## src/hdl/astg_pkg.sv

```systemverilog
// shared types, codes and legality table of the axis state transition guard
package astg_pkg;

	// axis states
	typedef enum logic [2:0] {
		ST_DISABLED     = 3'd0,
		ST_STANDSTILL   = 3'd1,
		ST_HOMING       = 3'd2,
		ST_DISCRETE     = 3'd3,
		ST_CONTINUOUS   = 3'd4,
		ST_SYNCHRONIZED = 3'd5,
		ST_STOPPING     = 3'd6,
		ST_ERRORSTOP    = 3'd7
	} axis_state_t;

	// request kinds
	typedef enum logic [1:0] {
		REQ_TEST  = 2'd0,
		REQ_SET   = 2'd1,
		REQ_ERROR = 2'd2,
		REQ_POWER = 2'd3
	} req_type_t;

	localparam int unsigned CODE_W = 4;
	localparam logic [CODE_W-1:0] CODE_GOOD = 4'd0;

	// bit t of entry c is set when a move from state c to state t is allowed
	localparam logic [7:0] LEGAL_MOVES [8] = '{
		8'h00, // disabled
		8'h7C, // standstill
		8'h42, // homing
		8'h7A, // discrete
		8'h7A, // continuous
		8'h7A, // synchronized
		8'h02, // stopping
		8'h00  // error stop
	};

	// outcome of one request
	typedef struct packed {
		logic [CODE_W-1:0] code;
		axis_state_t       next_state;
	} eval_res_t;

endpackage

```

## src/hdl/astg_if.sv

```systemverilog
// request and response channel interfaces of the axis state transition guard

interface astg_req_if;
	logic       valid;
	logic       ready;
	logic [1:0] req_type;
	logic [2:0] target_state;
	logic       power_on;

	modport source (output valid, req_type, target_state, power_on, input ready);
	modport sink (input valid, req_type, target_state, power_on, output ready);
endinterface

interface astg_rsp_if;
	logic       valid;
	logic       ready;
	logic [3:0] result_code;
	logic [2:0] current_state;

	modport source (output valid, result_code, current_state, input ready);
	modport sink (input valid, result_code, current_state, output ready);
endinterface

```

## src/hdl/astg_eval.sv

```systemverilog
// combinational evaluation of one request against the current axis state
module astg_eval (
	input  astg_pkg::axis_state_t cur_state,
	input  astg_pkg::req_type_t   req_type,
	input  astg_pkg::axis_state_t target_state,
	input  logic                  power_on,
	output astg_pkg::eval_res_t   res
);
	import astg_pkg::*;

	logic              move_ok;
	logic [CODE_W-1:0] refuse_code;

	// same state always passes, otherwise the table decides
	assign move_ok = (target_state == cur_state) ||
		LEGAL_MOVES[cur_state][target_state];
	assign refuse_code = {1'b0, cur_state} + 4'd1;

	// request decode
	always_comb begin
		res.code       = CODE_GOOD;
		res.next_state = cur_state;
		unique case (req_type)
			REQ_TEST: begin
				res.code = move_ok ? CODE_GOOD : refuse_code;
			end
			REQ_SET: begin
				res.code = move_ok ? CODE_GOOD : refuse_code;
				if (move_ok) begin
					res.next_state = target_state;
				end
			end
			REQ_ERROR: begin
				res.next_state = ST_ERRORSTOP;
			end
			REQ_POWER: begin
				res.next_state = power_on ? ST_STANDSTILL : ST_DISABLED;
			end
			default: begin
				res.next_state = cur_state;
			end
		endcase
	end

endmodule

```

## src/hdl/axis_state_transition_guard_top.sv

```systemverilog
// top level of the axis state transition guard: input stage, state and result stage
// a request passes the input register, then the result register, before its response is valid
// throughput: one item per cycle unless rsp.ready stalls; the state update is a single table lookup and register write
// the response register lets a new item enter while an earlier result waits to be taken
// reset: arst_n clears both stage valids and returns the axis state to disabled
module axis_state_transition_guard_top (
	input logic      clk,
	input logic      arst_n,
	astg_req_if.sink   req,
	astg_rsp_if.source rsp
);
	import astg_pkg::*;

	logic              valid_s1;
	req_type_t         req_type_s1;
	axis_state_t       target_state_s1;
	logic              power_on_s1;

	logic              valid_s2;
	logic [CODE_W-1:0] result_code_s2;
	axis_state_t       current_state_s2;

	axis_state_t       state_q;
	eval_res_t         res;
	logic              adv_s2;
	logic              acc_in;

	// handshake and stage advance
	assign adv_s2    = valid_s1 && (!valid_s2 || rsp.ready);
	assign req.ready = !valid_s1 || adv_s2;
	assign acc_in    = req.valid && req.ready;

	// input stage valid
	always_ff @(posedge clk or negedge arst_n) begin
		if (!arst_n) begin
			valid_s1 <= 1'b0;
		end else if (acc_in) begin
			valid_s1 <= 1'b1;
		end else if (adv_s2) begin
			valid_s1 <= 1'b0;
		end
	end

	// input stage payload
	always_ff @(posedge clk) begin
		if (acc_in) begin
			req_type_s1     <= req_type_t'(req.req_type);
			target_state_s1 <= axis_state_t'(req.target_state);
			power_on_s1     <= req.power_on;
		end
	end

	// request evaluation
	astg_eval u_eval (
		.cur_state    (state_q),
		.req_type     (req_type_s1),
		.target_state (target_state_s1),
		.power_on     (power_on_s1),
		.res          (res)
	);

	// axis state
	always_ff @(posedge clk or negedge arst_n) begin
		if (!arst_n) begin
			state_q <= ST_DISABLED;
		end else if (adv_s2) begin
			state_q <= res.next_state;
		end
	end

	// result stage valid
	always_ff @(posedge clk or negedge arst_n) begin
		if (!arst_n) begin
			valid_s2 <= 1'b0;
		end else if (adv_s2) begin
			valid_s2 <= 1'b1;
		end else if (rsp.ready) begin
			valid_s2 <= 1'b0;
		end
	end

	// result stage payload
	always_ff @(posedge clk) begin
		if (adv_s2) begin
			result_code_s2   <= res.code;
			current_state_s2 <= res.next_state;
		end
	end

	assign rsp.valid         = valid_s2;
	assign rsp.result_code   = result_code_s2;
	assign rsp.current_state = current_state_s2;

	// state moves only when an item leaves the input stage
	a_state_hold: assert property (@(posedge clk) disable iff (!arst_n)
		!adv_s2 |=> $stable(state_q))
		else $error("axis state changed without an item");

	// reported state matches the kept state right after an item
	a_report_state: assert property (@(posedge clk) disable iff (!arst_n)
		adv_s2 |=> (current_state_s2 == state_q))
		else $error("reported state differs from axis state");

	// a refused item leaves the state it names
	a_refuse_same: assert property (@(posedge clk) disable iff (!arst_n)
		(valid_s2 && (result_code_s2 != CODE_GOOD)) |->
		(({1'b0, current_state_s2} + 4'd1) == result_code_s2))
		else $error("refusal code does not name the current state");

	// error event forces error stop
	a_error_stop: assert property (@(posedge clk) disable iff (!arst_n)
		(adv_s2 && (req_type_s1 == REQ_ERROR)) |=> (state_q == ST_ERRORSTOP))
		else $error("error event did not reach error stop");

endmodule

```

## src/flat_wrapper.sv

```systemverilog
// flat-port wrapper written by rule: the top's interface ports become plain ports
module axis_state_transition_guard_top_flat import astg_pkg::*;
  (clk, arst_n, req_valid, req_req_type, req_target_state, req_power_on, req_ready, rsp_valid, rsp_result_code, rsp_current_state, rsp_ready);
  astg_req_if req_i ();
  astg_rsp_if rsp_i ();
  input logic clk;
  input logic arst_n;
  input wire logic [$bits(req_i.valid)-1:0] req_valid;
  input wire logic [$bits(req_i.req_type)-1:0] req_req_type;
  input wire logic [$bits(req_i.target_state)-1:0] req_target_state;
  input wire logic [$bits(req_i.power_on)-1:0] req_power_on;
  output wire logic [$bits(req_i.ready)-1:0] req_ready;
  output wire logic [$bits(rsp_i.valid)-1:0] rsp_valid;
  output wire logic [$bits(rsp_i.result_code)-1:0] rsp_result_code;
  output wire logic [$bits(rsp_i.current_state)-1:0] rsp_current_state;
  input wire logic [$bits(rsp_i.ready)-1:0] rsp_ready;
  assign req_i.valid = req_valid;
  assign req_i.req_type = req_req_type;
  assign req_i.target_state = req_target_state;
  assign req_i.power_on = req_power_on;
  assign req_ready = req_i.ready;
  assign rsp_valid = rsp_i.valid;
  assign rsp_result_code = rsp_i.result_code;
  assign rsp_current_state = rsp_i.current_state;
  assign rsp_i.ready = rsp_ready;
  axis_state_transition_guard_top u_core (.clk(clk), .arst_n(arst_n), .req(req_i), .rsp(rsp_i));
endmodule
```

## config.mk

```make
export PLATFORM = sky130hd
export DESIGN_NAME = axis_state_transition_guard_top_flat
export DESIGN_NICKNAME = d
export VERILOG_FILES = /design/src/hdl/astg_pkg.sv /design/src/hdl/astg_if.sv /design/src/hdl/astg_eval.sv /design/src/hdl/axis_state_transition_guard_top.sv /design/src/flat_wrapper.sv
export SDC_FILE = /design/constraint.sdc
export NUM_CORES = 1
export LEC_CHECK = 0
export BUFFER_PORTS_ARGS = -buffer_cell sky130_fd_sc_hd__buf_4
export CAP_MARGIN = 20
export CELL_PAD_IN_SITES_DETAIL_PLACEMENT = 1
export CELL_PAD_IN_SITES_GLOBAL_PLACEMENT = 2
export CORE_UTILIZATION = 36
export CTS_CLUSTER_DIAMETER = 80
export CTS_CLUSTER_SIZE = 30
export DETAILED_ROUTE_END_ITERATION = 12
export PLACE_DENSITY_LB_ADDON = 0.2
export SYNTH_ARGS = -nofsm -noshare
export SYNTH_HDL_FRONTEND = slang
export SYNTH_SLANG_ARGS = --single-unit
```

## constraint.sdc

```tcl
create_clock -name clk -period 3.7 [get_ports clk]
set_input_delay 0.37 -clock clk [delete_from_list [all_inputs] [get_ports clk]]
set_output_delay 0.37 -clock clk [all_outputs]
set_load 0.01 [all_outputs]
```

## Word level (Yosys, flattened, before mapping)

Memory sizes are Yosys's and may differ from the RTL's.
Cells that the tools add are included.

| operators by class | value |
|---|---|
| $add $sub $neg | 1 |
| magnitude comparators | 2 |
| equal/unequal tests | 4 |
| mux-type cells | 11 |
| bitwise gates (word level) | 2 |
| reduce and logical (&&, ||, !) cells | 12 |

Operator list:

| cell | number |
|---|---|
| 8-bit 2-to-1 mux | 2 |
| 3-bit one-hot mux with 3 select lines | 1 |
| 1-bit 2-to-1 mux | 6 |
| 3-bit by 1-bit adder with 4-bit output, second input constant | 1 |
| 2-bit equality test, second input constant | 2 |
| 4-bit greater-or-equal comparator, second input constant | 1 |
| 3-bit by 4-bit less-than comparator with 1-bit output, second input constant | 1 |
| 3-bit NOT with 4-bit output | 1 |
| 2-bit nonzero test | 2 |
| 2-bit OR reduction | 2 |
| 1-bit binary-select mux with 3-bit select | 1 |
| 3-bit equality test | 1 |
| 1-bit logical OR | 3 |
| 3-bit 2-to-1 mux | 1 |
| 2-bit by 1-bit equality test with 1-bit output, second input constant | 1 |
| 1-bit logical AND | 2 |
| 1-bit logical NOT | 2 |
| 2-bit logical NOT | 1 |
| 1-bit NOT | 1 |

| storage, ports and cells | value |
|---|---|
| register bits | 18 |
| ROM bits | 64 |
| input bits | 10 |
| output and inout port bits | 9 |
| logic and storage cells | 41 |
| memories | 1 |

Memory list:

| memory | depth | width | read ports | clocked after memory_dff | write ports | RTL line | text |
|---|---|---|---|---|---|---|---|
| (no name shown) | 8 | 8 | 1 | 0 | 0 | astg_eval.sv:16 | `LEGAL_MOVES[cur_state][target_state];` |

## Depth between registers and ports, before layout

| logic depth | value |
|---|---|
| word-level depth | 9 |
| depth in mapped cells | 9 |
| mapped depth without buffers | 8 |

## Modules after synthesis

Synthesis repeated with hierarchy kept, for this count alone.

| unflattened totals | value |
|---|---|
| cell total of the unflattened synthesis | 75 |
| area, all modules | 968.4 um2 |

By module, submodules not included:

| module | instances | cells an instance | area each (um2) |
|---|---|---|---|
| axis_state_transition_guard_top | 1 | 28 | 616.8 |
| astg_eval | 1 | 47 | 351.6 |

## Worst setup path after synthesis

No wires, ideal clock.

| path | value |
|---|---|
| path type | register -> register |
| start | reg u_core.state_q[0] |
| end | reg u_core.current_state_s2[0], in the netlist u_core.rsp.current_state[0], data pin |
| data arrival time | 1.720 ns |
| data required time | 3.439 ns |
| slack | 1.719 ns |
| stages on the path, launching flop included | 10 |
| period minus slack after synthesis | 1.981 ns |
| cell sequence | dfrtp_1 -> inv_1 -> ha_1 -> and2b_1 -> o21ai_0 -> a41oi_2 -> nand3_2 -> buf_6 -> nor3_1 -> a311o_1 |

RTL lines:

| element | RTL line | text |
|---|---|---|
| start: declaration | axis_state_transition_guard_top.sv:23 | `axis_state_t state_q;` |
| start signal: assignment | axis_state_transition_guard_top.sv:67 | `state_q <= res.next_state;` |
| end signal: assignment | axis_state_transition_guard_top.sv:86 | `current_state_s2 <= res.next_state;` |
| end: declaration | axis_state_transition_guard_top.sv:21 | `axis_state_t current_state_s2;` |

==> flow_summary.ini <==
[floorplanning]
pin_count = 19
fp.dieW_um = 53.43
floorplan.initialDensity = 0.3843
row_count = 18
core_region_um2 = 2477
dieArea_um2 = 2855
fp.dieH_um = 53.43

[timing]
setup_viol = 0
fin_max_slew_vios = 0
setup_ws_ps = 1447
final.period_utilization = 0.6089
finalCriticalPeriod_ps = 2253
clock-skew-final_ps = 20.02
setup_total_negative_slack_ps = 0
final_count_of_hold_timing_violations = 0
max_clock_freq_mhz = 443.9
grt_setup_unrepaired = false
relSlewSlack = 0.7207
worst_slew_pin_slew_ps = 418.9

[synthesis]
post_synth_num_cell_types = 34
synth_top_cells_by_area = edfxtp_1 (41%), dfrtp_1 (13%), ha_1 (3.9%)
postSynth.topFlopCell = edfxtp_1
yosysTopAreaCellShare = 0.4100
net_count_after_synthesis = 99
ys_seq_area_frac = 0.5414
async_flop_share = 0.2778
synth-warning-count = 0
syn_area_um2 = 952.2
netlist.top_cell.by_area = edfxtp_1
yosys.area_share.adder = 0.03942
synth.most_common_cell = edfxtp_1
synth_simple_gate_area_frac = 0.1984
dominant_combinational_cell_family_by_area_after_synthesis = simple AND/OR/NAND/NOR gates
synth.area.mux_share = 0.01183
ys_seq_elements = 18
netlist_instances = 86
avgSynthCellArea_um2 = 11.07
post_synth_edffs = 13
synth.top_cells.by_count = edfxtp_1 (13), nor2_1 (9), nand2_1 (6), dfrtp_1 (5), inv_1 (5)
synth_xor_area_frac = 0.03679
synth-compound-area-share = 0.1209

[placement]
hpwl_after_detailed_placement_um = 1427
detailedPlace.worstSlack_ps = 1435
place_congestion = 0.8546
io_buffers = 18
placed_area_um2 = 1095

[run_status]
outcome = finished, final reports clean

[worst_setup_path]
critPathMaxFanout = 11
worst-endpoint-required_ps = 3750
worst_setup_path_end_kind = flop
r2r-end = u_core.rsp.current_state[1]$_DFFE_PP_
crit_type = flop to flop
crit_arrival_ps = 2300
crit-reg2reg-launch = u_core.state_q[0]$_DFFE_PN0P_
element_type_at_the_critical_path_start = flop
timing.reg2reg.setup_slack_ps = 1450
reg2regPathDepth = 8

[clock_network]
tritoncts_buffer_count = 3
post_cts_resized = 0
cts_hold_buf = 1
worstSkewPairLatency_ps = 300
cts_tree = built
cts_root_buf = clkbuf_4
post_cts.repair.setup_buffers = 0
clock_tree.htree_level_count = 1
cts.path.max_buffers = 2
clk_pin_slew_worst_paths_ps = 120
cts_sinks = 18

[global_routing]
global_route_wire_length_before_repair_um = 3167
grt_start_max_net_pins = 14
grt_antenna_before_repair = 0
track_usage = 0.1605
grt_overflow_total = 0
via_count_of_the_first_global_routing_pass = 677

[layout]
flow.area_growth_from_synthesis_pct = 19.84
post_route_cells_drive_above_1_share = 0.2571
final_area_um2 = 1141
fillerInstances = 288
final_net_count = 119
num_antenna_cells = 0

[routing]
ant_nets = 0
first_iter_violations = 11
drt-total-wl_um = 1918
drc = 0
first_pass_iters = 5
wl_per_cell_um = 14.21
route.detailed.vias_per_inst = 5.237
detailroute.via_count = 707

[pwr]
power_per_cell_area_nw_per_um2 = 537.8
total_leakage_power_nw = 0.4664
peak_supply_drop_uv = 247.7

[hold_path]
holdPathStages = 1
worstHoldPathType = primary input to flop
hold_path.startpoint = req_target_state[1]
timing.hold.worst_endpoint = u_core.target_state_s1[1]$_DFFE_PP_

[job]
drv_cap = 0
==> registers in the layout, summed over array words and instances (netlist names) <==
| register | cells |
|---|---|
| u_core.power_on_s1 | 1 |
| u_core.state_q | 3 |
| u_core.req_type_s1 | 2 |
| u_core.target_state_s1 | 3 |
| u_core.rsp.valid | 1 |
| u_core.valid_s1 | 1 |
| u_core.rsp.result_code | 4 |
| u_core.rsp.current_state | 3 |
==> cell type report <==
type	instances	area, um2	share of cell area
inverter	5	18.77	0.01645
tap	30	37.54	0.03289
multi-input combinational	59	387.9	0.3399
clock buffer	4	36.28	0.03180
sequential	18	515.5	0.4518
timing repair buffer	19	145.1	0.1272
==> power breakdown <==
| part | internal (mW) | switching [mW] | leakage (nW) |
|---|---|---|---|
| combinational | 0.0908 | 0.102 | 0.263 |
| sequential | 0.255 | 0.0453 | 0.182 |
| clock | 0.0599 | 0.0606 | 0.0210 |
==> placed cells by master (no fill, tap or decap), drive strengths merged <==
cell type | synthesis | routed
buf | 2 | 18
edfxtp | 13 | 13
nor2 | 9 | 9
nand2 | 6 | 6
inv | 5 | 5
dfrtp | 5 | 5
o21ai | 4 | 4
nor3 | 4 | 4
clkbuf | 2 | 4
xor2 | 3 | 3
nand2b | 3 | 3
ha | 3 | 3
nand3 | 3 | 3
nand3b | 2 | 2
a21oi | 2 | 2
and2 | 2 | 2
a31oi | 2 | 2
or3 | 1 | 1
and2b | 1 | 1
a41oi | 1 | 1
nand4b | 1 | 1
mux2 | 1 | 1
o21a | 1 | 1
nor2b | 1 | 1
o21bai | 1 | 1
o221ai | 1 | 1
a311o | 1 | 1
xnor2 | 1 | 1
nor4 | 1 | 1
a22oi | 1 | 1
or2 | 1 | 1
o22ai | 1 | 1
o2bb2ai | 1 | 1
dlygate4sd3 | 0 | 1
==> worst max-delay path by stage <==
stage               slack [ps]  cells after the start                                     to                          start
global route              1210                      8  u_core.rsp.current_state[1]$_DFFE_PP_  u_core.state_q[0]$_DFFE_PN0P_
global placement          1500                      8  u_core.rsp.current_state[1]$_DFFE_PP_  u_core.state_q[0]$_DFFE_PN0P_
detailed placement        1430                      8  u_core.rsp.current_state[1]$_DFFE_PP_  u_core.state_q[0]$_DFFE_PN0P_
floorplan                 1720                      9  u_core.rsp.current_state[0]$_DFFE_PP_  u_core.state_q[0]$_DFFE_PN0P_
finish                    1450                      8  u_core.rsp.current_state[1]$_DFFE_PP_  u_core.state_q[0]$_DFFE_PN0P_
CTS                       1410                      8  u_core.rsp.current_state[1]$_DFFE_PP_  u_core.state_q[0]$_DFFE_PN0P_
==> metrics by stage <==
step,total power [mW],hold slack [ps],util,std cells
after global placement,0.4930,180.3,0.4419,130
after floorplan,0.4498,74.41,-,86
final,0.6137,259.6,0.4606,135
after CTS,0.6195,248.9,0.4606,135
after detailed placement,0.4976,180.9,0.4419,130
after global routing,0.6594,238.0,0.4606,135
==> cells by family (layout without fill, tap and decap cells) <==
logic type	after synthesis	in the layout
DFF	18	18
buffers and inverters	9	28
adders and majority gates	3	3
AOI/OAI and AO/OA	16	16
and+or+nand+nor	35	35
muxes	1	1
xor gates and xnor gates	4	4
==> critical path: stages (launching register included) <==
cell,delay (ps)
dfrtp_1,560
inv_1,140
ha_1,210
and2b_1,150
o21ai_0,210
a41oi_2,190
nand3_2,210
o21a_1,200
o221ai_1,130
==> per-layer routing <==
metal / vias to the layer above / part of all wire / GRT usage
met3: 8 / 0.052 / 0.05460
met2: 28 / 0.45 / 0.2396
li1: 346 / - / -
met4: 0 / 0.039 / 0.07895
met5: - / 0 / 0
met1: 325 / 0.46 / 0.2032
No activity file was read; power rests on OpenSTA's default activity.
